[config.mk]
export PLATFORM = sky130hd
export DESIGN_NAME = weekly_schedule_next_time
export DESIGN_NICKNAME = d
export VERILOG_FILES = /design/src/hdl/wsnt_pkg.sv /design/src/hdl/weekly_schedule_next_time.sv /design/src/hdl/wsnt_front.sv /design/src/hdl/wsnt_queue.sv /design/src/hdl/wsnt_back.sv
export SDC_FILE = /design/constraint.sdc
export NUM_CORES = 2
export LEC_CHECK = 0
export ABC_CLOCK_PERIOD_IN_PS = 71900
export BUFFER_PORTS_ARGS = -buffer_cell sky130_fd_sc_hd__buf_4
export CORE_UTILIZATION = 35
export DETAILED_ROUTE_END_ITERATION = 6
export PLACE_DENSITY = 0.5
export SLEW_MARGIN = 10
export SYNTH_ARGS = -nofsm -noshare
export SYNTH_HDL_FRONTEND = slang
export SYNTH_HIERARCHICAL = 1
export SYNTH_SLANG_ARGS = --single-unit
[constraint.sdc]
create_clock -name i_clk -period 71.9 [get_ports i_clk]
set_input_delay 17.975 -clock i_clk [delete_from_list [all_inputs] [get_ports i_clk]]
set_output_delay 17.975 -clock i_clk [all_outputs]
set_load 0.02 [all_outputs]
[src/hdl/wsnt_pkg.sv]
// Shared types and constants for the weekly schedule next-time block.
// Used by every module of the block; no dependencies.
package wsnt_pkg;

    // Field widths
    localparam int EPOCH_BITS    = 40;
    localparam int OUT_BITS      = EPOCH_BITS + 1;
    localparam int SEC_BITS      = 17;
    localparam int WDAY_BITS     = 3;
    localparam int MASK_BITS     = 7;
    localparam int RCNT_BITS     = 8;
    localparam int RMIN_BITS     = 11;
    localparam int STEP_BITS     = 17;                    // 60 * 2047 < 2^17
    localparam int LIMIT_BITS    = RCNT_BITS + STEP_BITS;
    localparam int QUO_BITS      = RCNT_BITS;             // quotient needed only below count
    localparam int PROD_BITS     = QUO_BITS + 1 + STEP_BITS;
    localparam int DOFS_BITS     = 20;                    // 7 * 86400 < 2^20
    localparam int CFG_DATA_BITS = 17;
    localparam int CFG_IDX_BITS  = 3;

    // Time constants
    localparam int DAY_SECS  = 86400;
    localparam int MIN_SECS  = 60;
    localparam int WEEK_DAYS = 7;

    // Queue between front and back
    localparam int QUEUE_DEPTH = 4;
    localparam int QPTR_BITS   = $clog2(QUEUE_DEPTH);

    // Register indexes
    localparam logic [CFG_IDX_BITS-1:0] REG_ENABLE     = 3'd0;
    localparam logic [CFG_IDX_BITS-1:0] REG_DAY_MASK   = 3'd1;
    localparam logic [CFG_IDX_BITS-1:0] REG_FIRE_SECS  = 3'd2;
    localparam logic [CFG_IDX_BITS-1:0] REG_REPEAT_CNT = 3'd3;
    localparam logic [CFG_IDX_BITS-1:0] REG_REPEAT_MIN = 3'd4;

    typedef struct packed {
        logic [EPOCH_BITS-1:0] now_epoch;
        logic [WDAY_BITS-1:0]  weekday;
        logic [SEC_BITS-1:0]   day_seconds;
    } t_in_item;

    typedef struct packed {
        logic [OUT_BITS-1:0] next_epoch;
        logic                never;
    } t_out_item;

    typedef struct packed {
        logic                 enabled;
        logic [MASK_BITS-1:0] day_mask;
        logic [SEC_BITS-1:0]  fire_seconds;
        logic [RCNT_BITS-1:0] repeat_count;
        logic [RMIN_BITS-1:0] repeat_minutes;
    } t_cfg;

    // Classified query handed from front to back
    typedef struct packed {
        logic                 never;
        logic                 today_ok;
        logic                 rep_try;
        logic [WDAY_BITS-1:0] ahead;
        logic [OUT_BITS-1:0]  base;
        logic [SEC_BITS-1:0]  elapsed;
    } t_job;

endpackage

[src/hdl/weekly_schedule_next_time.sv]
// Top level of the weekly schedule next-time block: configuration registers
// and the front end, queue and back end. Depends on wsnt_pkg.
//
// Use: each query (now_epoch, weekday, day_seconds) enters on the input
// channel (i_valid / o_stall / i_item) and yields exactly one result
// (next_epoch, never) on the output channel (o_valid / i_stall / o_result),
// in query order. A transfer happens at a clock edge with valid high and
// stall low.
// Path: a query passes the front-end register loaded at its transfer, one
// queue slot, then twelve back-end stages of which eight are the
// one-bit-per-stage repeat divider.
// Throughput: one query per cycle while the output is not stalled.
// A stall on the output freezes the whole back end and holds the result; the
// four-entry queue keeps taking queries until it fills, then o_stall rises.
// Reset (synchronous, active low) empties the pipeline and queue and loads
// the register defaults: enabled, all days, fire at midnight, no repeats,
// 60-minute repeat step. Configuration writes (i_cfg_we, i_cfg_idx,
// i_cfg_data) take effect at once and belong only to idle periods.
module weekly_schedule_next_time import wsnt_pkg::*; (
    input  logic                     i_clk,
    input  logic                     i_rst_n,
    input  logic                     i_cfg_we,
    input  logic [CFG_IDX_BITS-1:0]  i_cfg_idx,
    input  logic [CFG_DATA_BITS-1:0] i_cfg_data,
    input  logic                     i_valid,
    output logic                     o_stall,
    input  t_in_item                 i_item,
    output logic                     o_valid,
    input  logic                     i_stall,
    output t_out_item                o_result
);

    t_cfg r_cfg;
    logic fr_valid;
    t_job fr_job;
    logic q_full;
    logic q_empty;
    t_job q_job;
    logic bk_pop;

    // Configuration registers
    always_ff @(posedge i_clk) begin
        if (!i_rst_n) begin
            r_cfg.enabled        <= 1'b1;
            r_cfg.day_mask       <= '1;
            r_cfg.fire_seconds   <= '0;
            r_cfg.repeat_count   <= '0;
            r_cfg.repeat_minutes <= RMIN_BITS'(60);
        end else if (i_cfg_we) begin
            case (i_cfg_idx)
                REG_ENABLE:     r_cfg.enabled        <= i_cfg_data[0];
                REG_DAY_MASK:   r_cfg.day_mask       <= i_cfg_data[MASK_BITS-1:0];
                REG_FIRE_SECS:  r_cfg.fire_seconds   <= i_cfg_data[SEC_BITS-1:0];
                REG_REPEAT_CNT: r_cfg.repeat_count   <= i_cfg_data[RCNT_BITS-1:0];
                REG_REPEAT_MIN: r_cfg.repeat_minutes <= i_cfg_data[RMIN_BITS-1:0];
                default:        r_cfg                <= r_cfg;
            endcase
        end
    end

    wsnt_front u_front (
        .i_clk   (i_clk),
        .i_rst_n (i_rst_n),
        .i_cfg   (r_cfg),
        .i_valid (i_valid),
        .i_item  (i_item),
        .o_stall (o_stall),
        .o_valid (fr_valid),
        .o_job   (fr_job),
        .i_full  (q_full)
    );

    wsnt_queue u_queue (
        .i_clk   (i_clk),
        .i_rst_n (i_rst_n),
        .i_push  (fr_valid),
        .i_data  (fr_job),
        .o_full  (q_full),
        .i_pop   (bk_pop),
        .o_data  (q_job),
        .o_empty (q_empty)
    );

    wsnt_back u_back (
        .i_clk    (i_clk),
        .i_rst_n  (i_rst_n),
        .i_cfg    (r_cfg),
        .i_empty  (q_empty),
        .i_job    (q_job),
        .o_pop    (bk_pop),
        .o_valid  (o_valid),
        .o_result (o_result),
        .i_stall  (i_stall)
    );

endmodule

[src/hdl/wsnt_front.sv]
// Front end: takes queries, classifies them and forms the base time.
// Depends on wsnt_pkg.
module wsnt_front import wsnt_pkg::*; (
    input  logic     i_clk,
    input  logic     i_rst_n,
    input  t_cfg     i_cfg,
    input  logic     i_valid,
    input  t_in_item i_item,
    output logic     o_stall,
    output logic     o_valid,
    output t_job     o_job,
    input  logic     i_full
);

    // (w + d) mod 7 for w, d below 7
    function automatic logic [WDAY_BITS-1:0] wrap_day(logic [WDAY_BITS-1:0] w,
                                                      logic [WDAY_BITS-1:0] d);
        logic [WDAY_BITS:0] s;
        s = {1'b0, w} + {1'b0, d};
        if (s >= (WDAY_BITS+1)'(WEEK_DAYS)) begin
            s = s - (WDAY_BITS+1)'(WEEK_DAYS);
        end
        return s[WDAY_BITS-1:0];
    endfunction

    logic                 r_valid;
    t_job                 r_job;
    t_job                 n_job;
    logic [MASK_BITS:0]   mask8;
    logic [WDAY_BITS-1:0] wday_base;
    logic                 marked;

    assign o_stall = r_valid && i_full;
    assign o_valid = r_valid;
    assign o_job   = r_job;

    // weekday seven has no day bit and searches from Sunday
    assign mask8     = {1'b0, i_cfg.day_mask};
    assign marked    = mask8[i_item.weekday];
    assign wday_base = (i_item.weekday > WDAY_BITS'(WEEK_DAYS - 1)) ? '0 : i_item.weekday;

    // Classification
    always_comb begin
        n_job.never    = !i_cfg.enabled || (i_cfg.day_mask == '0);
        n_job.base     = {1'b0, i_item.now_epoch} + OUT_BITS'(i_cfg.fire_seconds)
                         - OUT_BITS'(i_item.day_seconds);
        n_job.today_ok = marked && (i_cfg.fire_seconds >= i_item.day_seconds);
        n_job.rep_try  = marked && (i_cfg.fire_seconds < i_item.day_seconds)
                         && (i_cfg.repeat_minutes != '0);
        n_job.elapsed  = i_item.day_seconds - i_cfg.fire_seconds;
        // nearest marked day ahead; a full week if none
        n_job.ahead    = WDAY_BITS'(WEEK_DAYS);
        for (int d = WEEK_DAYS - 1; d >= 1; d--) begin
            if (mask8[wrap_day(wday_base, WDAY_BITS'(d))]) begin
                n_job.ahead = WDAY_BITS'(d);
            end
        end
    end

    // Output stage, held while it holds a query and the queue is full
    always_ff @(posedge i_clk) begin
        if (!i_rst_n) begin
            r_valid <= 1'b0;
        end else if (!o_stall) begin
            r_valid <= i_valid;
        end
        if (!o_stall) begin
            r_job <= n_job;
        end
    end

endmodule

[src/hdl/wsnt_queue.sv]
// Short queue decoupling the front end from the back end.
// Depends on wsnt_pkg.
module wsnt_queue import wsnt_pkg::*; (
    input  logic i_clk,
    input  logic i_rst_n,
    input  logic i_push,
    input  t_job i_data,
    output logic o_full,
    input  logic i_pop,
    output t_job o_data,
    output logic o_empty
);

    t_job                 r_mem [QUEUE_DEPTH];
    logic [QPTR_BITS-1:0] r_wr_ptr;
    logic [QPTR_BITS-1:0] r_rd_ptr;
    logic [QPTR_BITS:0]   r_count;
    logic                 do_push;
    logic                 do_pop;

    assign o_full  = (r_count == (QPTR_BITS+1)'(QUEUE_DEPTH));
    assign o_empty = (r_count == '0);
    assign do_push = i_push && !o_full;
    assign do_pop  = i_pop && !o_empty;
    assign o_data  = r_mem[r_rd_ptr];

    // Pointers and fill count
    always_ff @(posedge i_clk) begin
        if (!i_rst_n) begin
            r_wr_ptr <= '0;
            r_rd_ptr <= '0;
            r_count  <= '0;
        end else begin
            if (do_push) begin
                r_wr_ptr <= r_wr_ptr + 1'b1;
            end
            if (do_pop) begin
                r_rd_ptr <= r_rd_ptr + 1'b1;
            end
            case ({do_push, do_pop})
                2'b10:   r_count <= r_count + 1'b1;
                2'b01:   r_count <= r_count - 1'b1;
                default: r_count <= r_count;
            endcase
        end
    end

    // Storage
    always_ff @(posedge i_clk) begin
        if (do_push) begin
            r_mem[r_wr_ptr] <= i_data;
        end
    end

endmodule

[src/hdl/wsnt_back.sv]
// Back end: repeat check, pipelined divider, repeat product and result select.
// Depends on wsnt_pkg.
module wsnt_back import wsnt_pkg::*; (
    input  logic      i_clk,
    input  logic      i_rst_n,
    input  t_cfg      i_cfg,
    input  logic      i_empty,
    input  t_job      i_job,
    output logic      o_pop,
    output logic      o_valid,
    output t_out_item o_result,
    input  logic      i_stall
);

    typedef struct packed {
        logic                never;
        logic                today_ok;
        logic                rep_ok;
        logic [OUT_BITS-1:0] base;
        logic [OUT_BITS-1:0] day_epoch;
        logic [SEC_BITS-1:0] rem;
        logic [QUO_BITS-1:0] quo;
    } t_div;

    logic                   en;
    logic [STEP_BITS-1:0]   step;
    logic [LIMIT_BITS-1:0]  limit;

    logic                   r_a_valid;
    t_job                   r_a_job;
    logic [LIMIT_BITS-1:0]  r_a_limit;
    logic [DOFS_BITS-1:0]   r_a_dofs;

    logic                   r_b_valid;
    t_div                   r_b;
    t_div                   n_b;

    logic [QUO_BITS-1:0]    r_d_valid;
    t_div                   r_d [QUO_BITS];
    t_div                   n_d [QUO_BITS];

    logic                   r_m_valid;
    t_div                   r_m;
    logic [PROD_BITS-1:0]   r_m_prod;
    logic [QUO_BITS:0]      k;

    logic                   r_out_valid;
    t_out_item              r_out;
    t_out_item              n_out;

    // Whole pipeline advances unless the result is held
    assign en    = !r_out_valid || !i_stall;
    assign o_pop = en && !i_empty;

    assign step  = STEP_BITS'(i_cfg.repeat_minutes) * STEP_BITS'(MIN_SECS);
    assign limit = LIMIT_BITS'(i_cfg.repeat_count) * LIMIT_BITS'(step);

    // Stage B: repeat range check and next-day time
    always_comb begin
        n_b.never     = r_a_job.never;
        n_b.today_ok  = r_a_job.today_ok;
        n_b.rep_ok    = r_a_job.rep_try && (LIMIT_BITS'(r_a_job.elapsed) < r_a_limit);
        n_b.base      = r_a_job.base;
        n_b.day_epoch = r_a_job.base + OUT_BITS'(r_a_dofs);
        n_b.rem       = r_a_job.elapsed;
        n_b.quo       = '0;
    end

    // Divider: one quotient bit per stage, most significant first
    always_comb begin
        t_div                  cur;
        logic [LIMIT_BITS-1:0] trial;
        for (int i = 0; i < QUO_BITS; i++) begin
            cur   = (i == 0) ? r_b : r_d[(i == 0) ? 0 : i - 1];
            trial = LIMIT_BITS'(step) << (QUO_BITS - 1 - i);
            if (LIMIT_BITS'(cur.rem) >= trial) begin
                cur.rem = SEC_BITS'(LIMIT_BITS'(cur.rem) - trial);
                cur.quo[QUO_BITS-1-i] = 1'b1;
            end
            n_d[i] = cur;
        end
    end

    assign k = {1'b0, r_d[QUO_BITS-1].quo} + 1'b1;

    // Result select
    always_comb begin
        n_out.never = r_m.never;
        if (r_m.never) begin
            n_out.next_epoch = '0;
        end else if (r_m.today_ok) begin
            n_out.next_epoch = r_m.base;
        end else if (r_m.rep_ok) begin
            n_out.next_epoch = r_m.base + OUT_BITS'(r_m_prod);
        end else begin
            n_out.next_epoch = r_m.day_epoch;
        end
    end

    // Valid bits
    always_ff @(posedge i_clk) begin
        if (!i_rst_n) begin
            r_a_valid   <= 1'b0;
            r_b_valid   <= 1'b0;
            r_d_valid   <= '0;
            r_m_valid   <= 1'b0;
            r_out_valid <= 1'b0;
        end else if (en) begin
            r_a_valid   <= !i_empty;
            r_b_valid   <= r_a_valid;
            r_d_valid   <= {r_d_valid[QUO_BITS-2:0], r_b_valid};
            r_m_valid   <= r_d_valid[QUO_BITS-1];
            r_out_valid <= r_m_valid;
        end
    end

    // Payload stages
    always_ff @(posedge i_clk) begin
        if (en) begin
            r_a_job   <= i_job;
            r_a_limit <= limit;
            r_a_dofs  <= DOFS_BITS'(i_job.ahead) * DOFS_BITS'(DAY_SECS);
            r_b       <= n_b;
            for (int i = 0; i < QUO_BITS; i++) begin
                r_d[i] <= n_d[i];
            end
            r_m       <= r_d[QUO_BITS-1];
            r_m_prod  <= PROD_BITS'(k) * PROD_BITS'(step);
            r_out     <= n_out;
        end
    end

    assign o_valid  = r_out_valid;
    assign o_result = r_out;

endmodule

* Yosys cells after proc, flatten, opt, wreduce, memory -nomap -nowiden
Memories as Yosys holds them, arrays and structs flattened. A register that Yosys moved wholly into a read port is not among the register bits.
Index checks and enable logic that the tools add are counted.
** Word-level totals
- Bits in writable memories :: 1136
- Memories kept :: 2
- Input port bits :: 85
- Output and inout port bits :: 44
- Register bits :: 478
- Logic and storage cells :: 186
** Memories
- u_back.r_d :: words 8, bits a word 110, rd ports 8, clocked after memory_dff 0, wr ports 8, RTL line wsnt_back.sv:39 : t_div r_d [QUO_BITS];
- u_queue.r_mem :: words 4, bits a word 64, rd ports 1, clocked after memory_dff 1, wr ports 1, RTL line wsnt_queue.sv:14 : t_job r_mem [QUEUE_DEPTH];
** Operators by class
- Multipliers :: 4
- Magnitude comparators :: 25
- Reduce and logical (&&, ||, !) cells :: 26
- Multiplexer cells :: 50
- Add/sub/neg operators :: 30
- Equality and inequality tests :: 7
** Operators by type and width (count)
- subtractor 17 bit :: 9
- 2-to-1 mux 17 bit :: 7
- 2-to-1 mux 41 bit :: 2
- adder 40 x 17 -> 41 bit :: 1
- adder 41 x 20 -> 41 bit :: 1
- adder 41 x 26 -> 41 bit :: 1
- subtractor 41 x 17 -> 41 bit :: 1
- greater-or-equal comparator 17 bit :: 2
- < comparator 3 x 4 -> 1 bit (second input constant) :: 7
- < comparator 17 x 25 -> 1 bit :: 1
- greater-or-equal comparator 17 x 24 -> 1 bit :: 1
- greater-or-equal comparator 4 x 3 -> 1 bit (second input constant) :: 6
- multiplier 9 x 15 -> 24 bit :: 1
- greater-or-equal comparator 17 x 23 -> 1 bit :: 1
- multiplier 8 x 15 -> 23 bit :: 1
- greater-or-equal comparator 17 x 22 -> 1 bit :: 1
- binary-select mux 1 bit (select 3 bit) :: 7
- greater-or-equal comparator 17 x 21 -> 1 bit :: 1
- 2-to-1 mux 3 bit :: 7
- greater-or-equal comparator 17 x 20 -> 1 bit :: 1
- greater-or-equal comparator 17 x 19 -> 1 bit :: 1
- 2-to-1 mux 1 bit :: 19
- greater-or-equal comparator 17 x 18 -> 1 bit :: 1
- 2-to-1 mux 18 bit :: 1
- 28 further kinds :: 61

* Longest topological paths before layout
- Depth after elaboration :: 12
- Depth in mapped cells :: 29
- Depth with buffers taken out :: 28

* Cells and area by module
The synthesis kept the hierarchy.
** Modules (own cells, without submodules)
- wsnt_back :: area each 51167.8 µm², seq. area each 33692.3 µm², cells an instance 3349, times used 1
- wsnt_queue :: area each 9808.2 µm², seq. area each 7867.5 µm², cells an instance 388, times used 1
- wsnt_front :: area each 6537.5 µm², seq. area each 1941.9 µm², cells an instance 727, times used 1
- weekly_schedule_next_time :: area each 1771.7 µm², seq. area each 880.8 µm², cells an instance 175, times used 1

* Worst setup path after synthesis
Ideal clock, no wire load.
- Path type :: in2reg
- Start point :: in i_stall
- End point :: reg u_back.r_a_job, in the netlist u_back/n_b[100] (enable)
- Arrival time :: 48.466 ns
- Path slack :: 21.510 ns
- Required time :: 69.976 ns
- Setup time :: 1.924 ns
- Stages :: 3
- Cells stage by stage :: and2_0 -> inv_1 -> clkbuf_1
** Between the ends
- Cells in the longest elaborated chain, start to end :: 2
** Ends and longest elaborated chain
- from (decl) :: RTL line weekly_schedule_next_time.sv:29 : input logic i_stall,
- zero test 1 bit :: RTL line wsnt_back.sv:52 : assign en = !r_out_valid || !i_stall;
- logical OR 1 bit :: RTL line wsnt_back.sv:52
- to (signal assigned) :: RTL line wsnt_back.sv:120 : r_a_job <= i_job;
- to (decl) :: RTL line wsnt_back.sv:30 : t_job r_a_job;
No other way between the ends.
A chain may end at the register's enable or synchronous reset.

==> flow_metrics.py <==
metrics = {
    "sta": {
        "worst_slew_pin_slew_ns": 1.119,
        "hold_viol": 0,
        "fin_crit_ns": 21.50,
        "post-route-period-util_pct": 29.90,
        "skew_ns": 0.04030,
        "hold_slack_ns": 0.3975,
        "tns_ns": 0,
        "fmax_mhz": 46.51,
        "slew_headroom_pct": 25.16,
        "rsz0062_at_grt": "false",
        "slew_viol_final": 0,
        "setup_viol": 0,
    },
    "grt": {
        "grt_antenna_before_repair": 4,
        "first_global_vias": 36998,
        "grt_max_degree": 176,
        "grt_use_total_pct": 13.81,
        "grt-ovfl-total": 0,
        "grt_pass1_wl_um": 214500,
    },
    "power_and_ir_drop": {
        "peakVddDrop_mv": 0.04507,
        "p_per_area_nw_per_um2": 39.37,
        "p_leak_nw": 30.63,
    },
    "critical_path": {
        "path_class": "input port to flop",
        "cpMostUsedCell": "buf_4",
        "worstPathCellList": "buf_4 > and2_0 > inv_8 > buf_12 > buf_4 > buf_4",
        "crit_arrival_ns": 21.91,
        "path_max_fanout": 175,
        "max_stage_delay_ns": 0.89,
        "critical-path-slowest-cell": "buf_4",
        "cp-start-kind": "input port",
        "cp.required_ns": 72.31,
        "worstSetupEndpointType": "flop",
    },
    "clock_network": {
        "cts_buffers": 160,
        "post-cts-setup-buffers": 0,
        "cts_htree_levels": 4,
        "clkSinkCount": 1500,
        "clock_latency_ns": 0.80,
        "clk_pin_slew_ns": 0.06,
        "cts_buffer_depth": 3,
        "cts_resized": 0,
        "cts-root-buf": "clkbuf_16",
        "cts_tree": "done",
        "cts_hold_buf": 0,
    },
    "synth": {
        "syn_nets": 5267,
        "synth_edf_count": 1434,
        "yosysWarnings": 6,
        "syn_avg_cell_area_sq_um": 14.94,
        "ys.flop_type": "edfxtp_1",
        "syn_area_sq_um": 69290,
        "ys_seq_area_share_pct": 64.06,
        "ys_ff_latch": 1500,
        "ys_types": 107,
        "async_reset_ff_share_pct": 0,
        "synthCells": 4639,
    },
    "detailed_routing": {
        "drtIter0Drc": 1993,
        "viasPerCell": 4.703,
        "drc": 0,
        "drtAntennaViolNets": 0,
        "wl_um": 135700,
        "num_vias": 35852,
        "drtPass1Iterations": 5,
        "wire_per_inst_um": 17.80,
    },
    "placed_design": {
        "hpwlAfterDp_um": 94500,
        "dp_cells": 7334,
        "gp_congestion": 0.8156,
        "io_buffer_count": 128,
    },
    "floorplan": {
        "dieArea_sq_um": 199700,
        "io_pins": 129,
        "die_h_um": 446.9,
        "core_area_sq_um": 195800,
        "die_w_um": 446.9,
        "fp-row-count": 162,
        "initial_utilization_pct": 35.39,
    },
    "final_layout": {
        "fin_cells": 7624,
        "drive_gt1_share_pct": 11.97,
        "final_nets": 5500,
        "areaGrowthSynthToFinish_pct": 13.32,
    },
    "outcome": {
        "status": "finished clean",
    },
    "job": {
        "drv_cap": 0,
    },
    "min_path": {
        "hp-class": "flop to flop",
    },
}
path summary, 6_finish.rpt:
check	from	end	slack, ns	cells past startpoint
setup / recovery	i_stall	u_back/r_d[0][96]$_DFFE_PN_	50.40	6
hold / removal	u_back/r_d[0][291]$_DFFE_PN_	u_back/r_d[0][401]$_DFFE_PN_	0.40	0
setup reg to reg	r_cfg[0]$_SDFFE_PN0P_	u_back/r_m_prod[25]$_DFFE_PN_	62.81	27
hold reg to reg	u_back/r_d[0][291]$_DFFE_PN_	u_back/r_d[0][401]$_DFFE_PN_	0.40	0
cell type report:
cell class,instances,area (sq um)
clock buffer,201,4189
fill,18061,117300
antenna,3,7.507
inverter,417,1575
sequential,1500,44390
tap,2624,3283
multi-input combinational,2615,22780
clock inverter,86,945.9
timing repair buffer,178,1349
cell families (layout without fill, tap and decap cells):
logic type,Yosys count,after routing,share of synthesized area (%)
flops,1500,1500,64.06
fa+ha+maj,543,543,12.16
other cells,0,3,0
simple gates,991,991,7.209
mux,226,226,4.672
buf+inv,524,882,3.130
compound gates,652,652,6.209
xor+xnor,203,203,2.566
Yosys cell counts, types with 12 or more instances:
cell | n | area share [%]
nor4_1 | 19 | 0.17
xor2_1 | 87 | 1.1
o21bai_1 | 22 | 0.24
nand4_1 | 28 | 0.25
xnor2_1 | 116 | 1.5
mux2_2 | 65 | 1.1
a31oi_1 | 22 | 0.20
o21a_1 | 30 | 0.33
nand2b_1 | 46 | 0.42
o211ai_1 | 17 | 0.18
ha_1 | 326 | 5.9
nand3_1 | 58 | 0.42
or3_1 | 12 | 0.11
a21o_1 | 80 | 0.87
nand2_1 | 302 | 1.6
buf_2 | 19 | 0.14
nor2_1 | 199 | 1.1
inv_1 | 413 | 2.2
clkbuf_1 | 65 | 0.35
or2_2 | 17 | 0.15
edfxtp_1 | 1434 | 62
dfxtp_1 | 66 | 1.9
a211oi_1 | 37 | 0.40
a21boi_0 | 27 | 0.29
a21oi_1 | 178 | 1.3
mux2i_1 | 86 | 1.2
and2_1 | 99 | 0.89
nor3_1 | 46 | 0.33
and3_1 | 27 | 0.24
mux4_2 | 63 | 2.0
nor2b_1 | 71 | 0.64
fa_1 | 217 | 6.3
o21ai_0 | 121 | 0.87
metrics by stage:
stage               worst slack [ns]  util, %  cell area [sq um]  power (W)
global placement               49.58    37.47              73370   0.002326
floorplan                      21.51        -              69290   0.002044
finish                         50.40    40.10              78510   0.003091
CTS                            50.37    40.09              78510   0.003146
global route                   50.03    40.10              78510   0.003310
detailed placement             49.51    37.47              73370   0.002331
worst max-delay path: cells and delay by family:
| family | cells | cell delay [ns] |
|---|---|---|
| buffers and inverters | 5 | 3.20 |
| and+or+nand+nor | 1 | 0.43 |
power breakdown:
group / internal [W] / switching [W]
Combinational: 0.000404 / 0.000520
Clock: 0.000454 / 0.000341
Sequential: 0.00127 / 0.0000991
Total: 0.00213 / 0.000960
routing by layer:
| metal | up-vias | share of wire (%) | GRT usage, % | wire length, um |
|---|---|---|---|---|
| met3 | 182 | 3.3 | 2.318 | 4510 |
| met5 | - | 0 | 0 | 0 |
| li1 | 17486 | - | - | - |
| met2 | 501 | 46 | 22.17 | 62910 |
| met1 | 17683 | 48 | 19.28 | 65550 |
| met4 | 0 | 2.0 | 3.789 | 2734 |
sequential cells by signal, indices dropped and copies added, names as in the netlist, 2 cells and up, named ones only:
| name | flops |
|---|---|
| r_cfg | 44 |
| u_back/n_b | 60 |
| u_back/n_d | 78 |
| u_back/o_result | 42 |
| u_back/r_a_dofs | 12 |
| u_back/r_a_limit | 23 |
| u_back/r_b | 17 |
| u_back/r_d | 779 |
| u_back/r_d_valid | 8 |
| u_back/r_m | 77 |
| u_back/r_m_prod | 24 |
| u_front/o_job | 64 |
| u_queue/r_count | 3 |
| u_queue/r_mem | 256 |
| u_queue/r_rd_ptr | 2 |
| u_queue/r_wr_ptr | 2 |
layout by cell type (no fill, tap or decap), types with 64 or more instances in the layout:
cell       netlist  final
mux2_2          65     65
xor2_1          87     86
and2_1          99     95
nor2_1         199    199
dfxtp_1         66     64
a21o_1          80     80
mux2i_1         86     86
edfxtp_1      1434   1434
inv_1          413    412
fa_1           217    217
a21oi_1        178    178
nor2b_1         71     71
ha_1           326    326
xnor2_1        116    114
buf_4            3    177
o21ai_0        121    121
clkbuf_16        0    161
nand2_1        302    301
(Power assumes the default switching activity.)
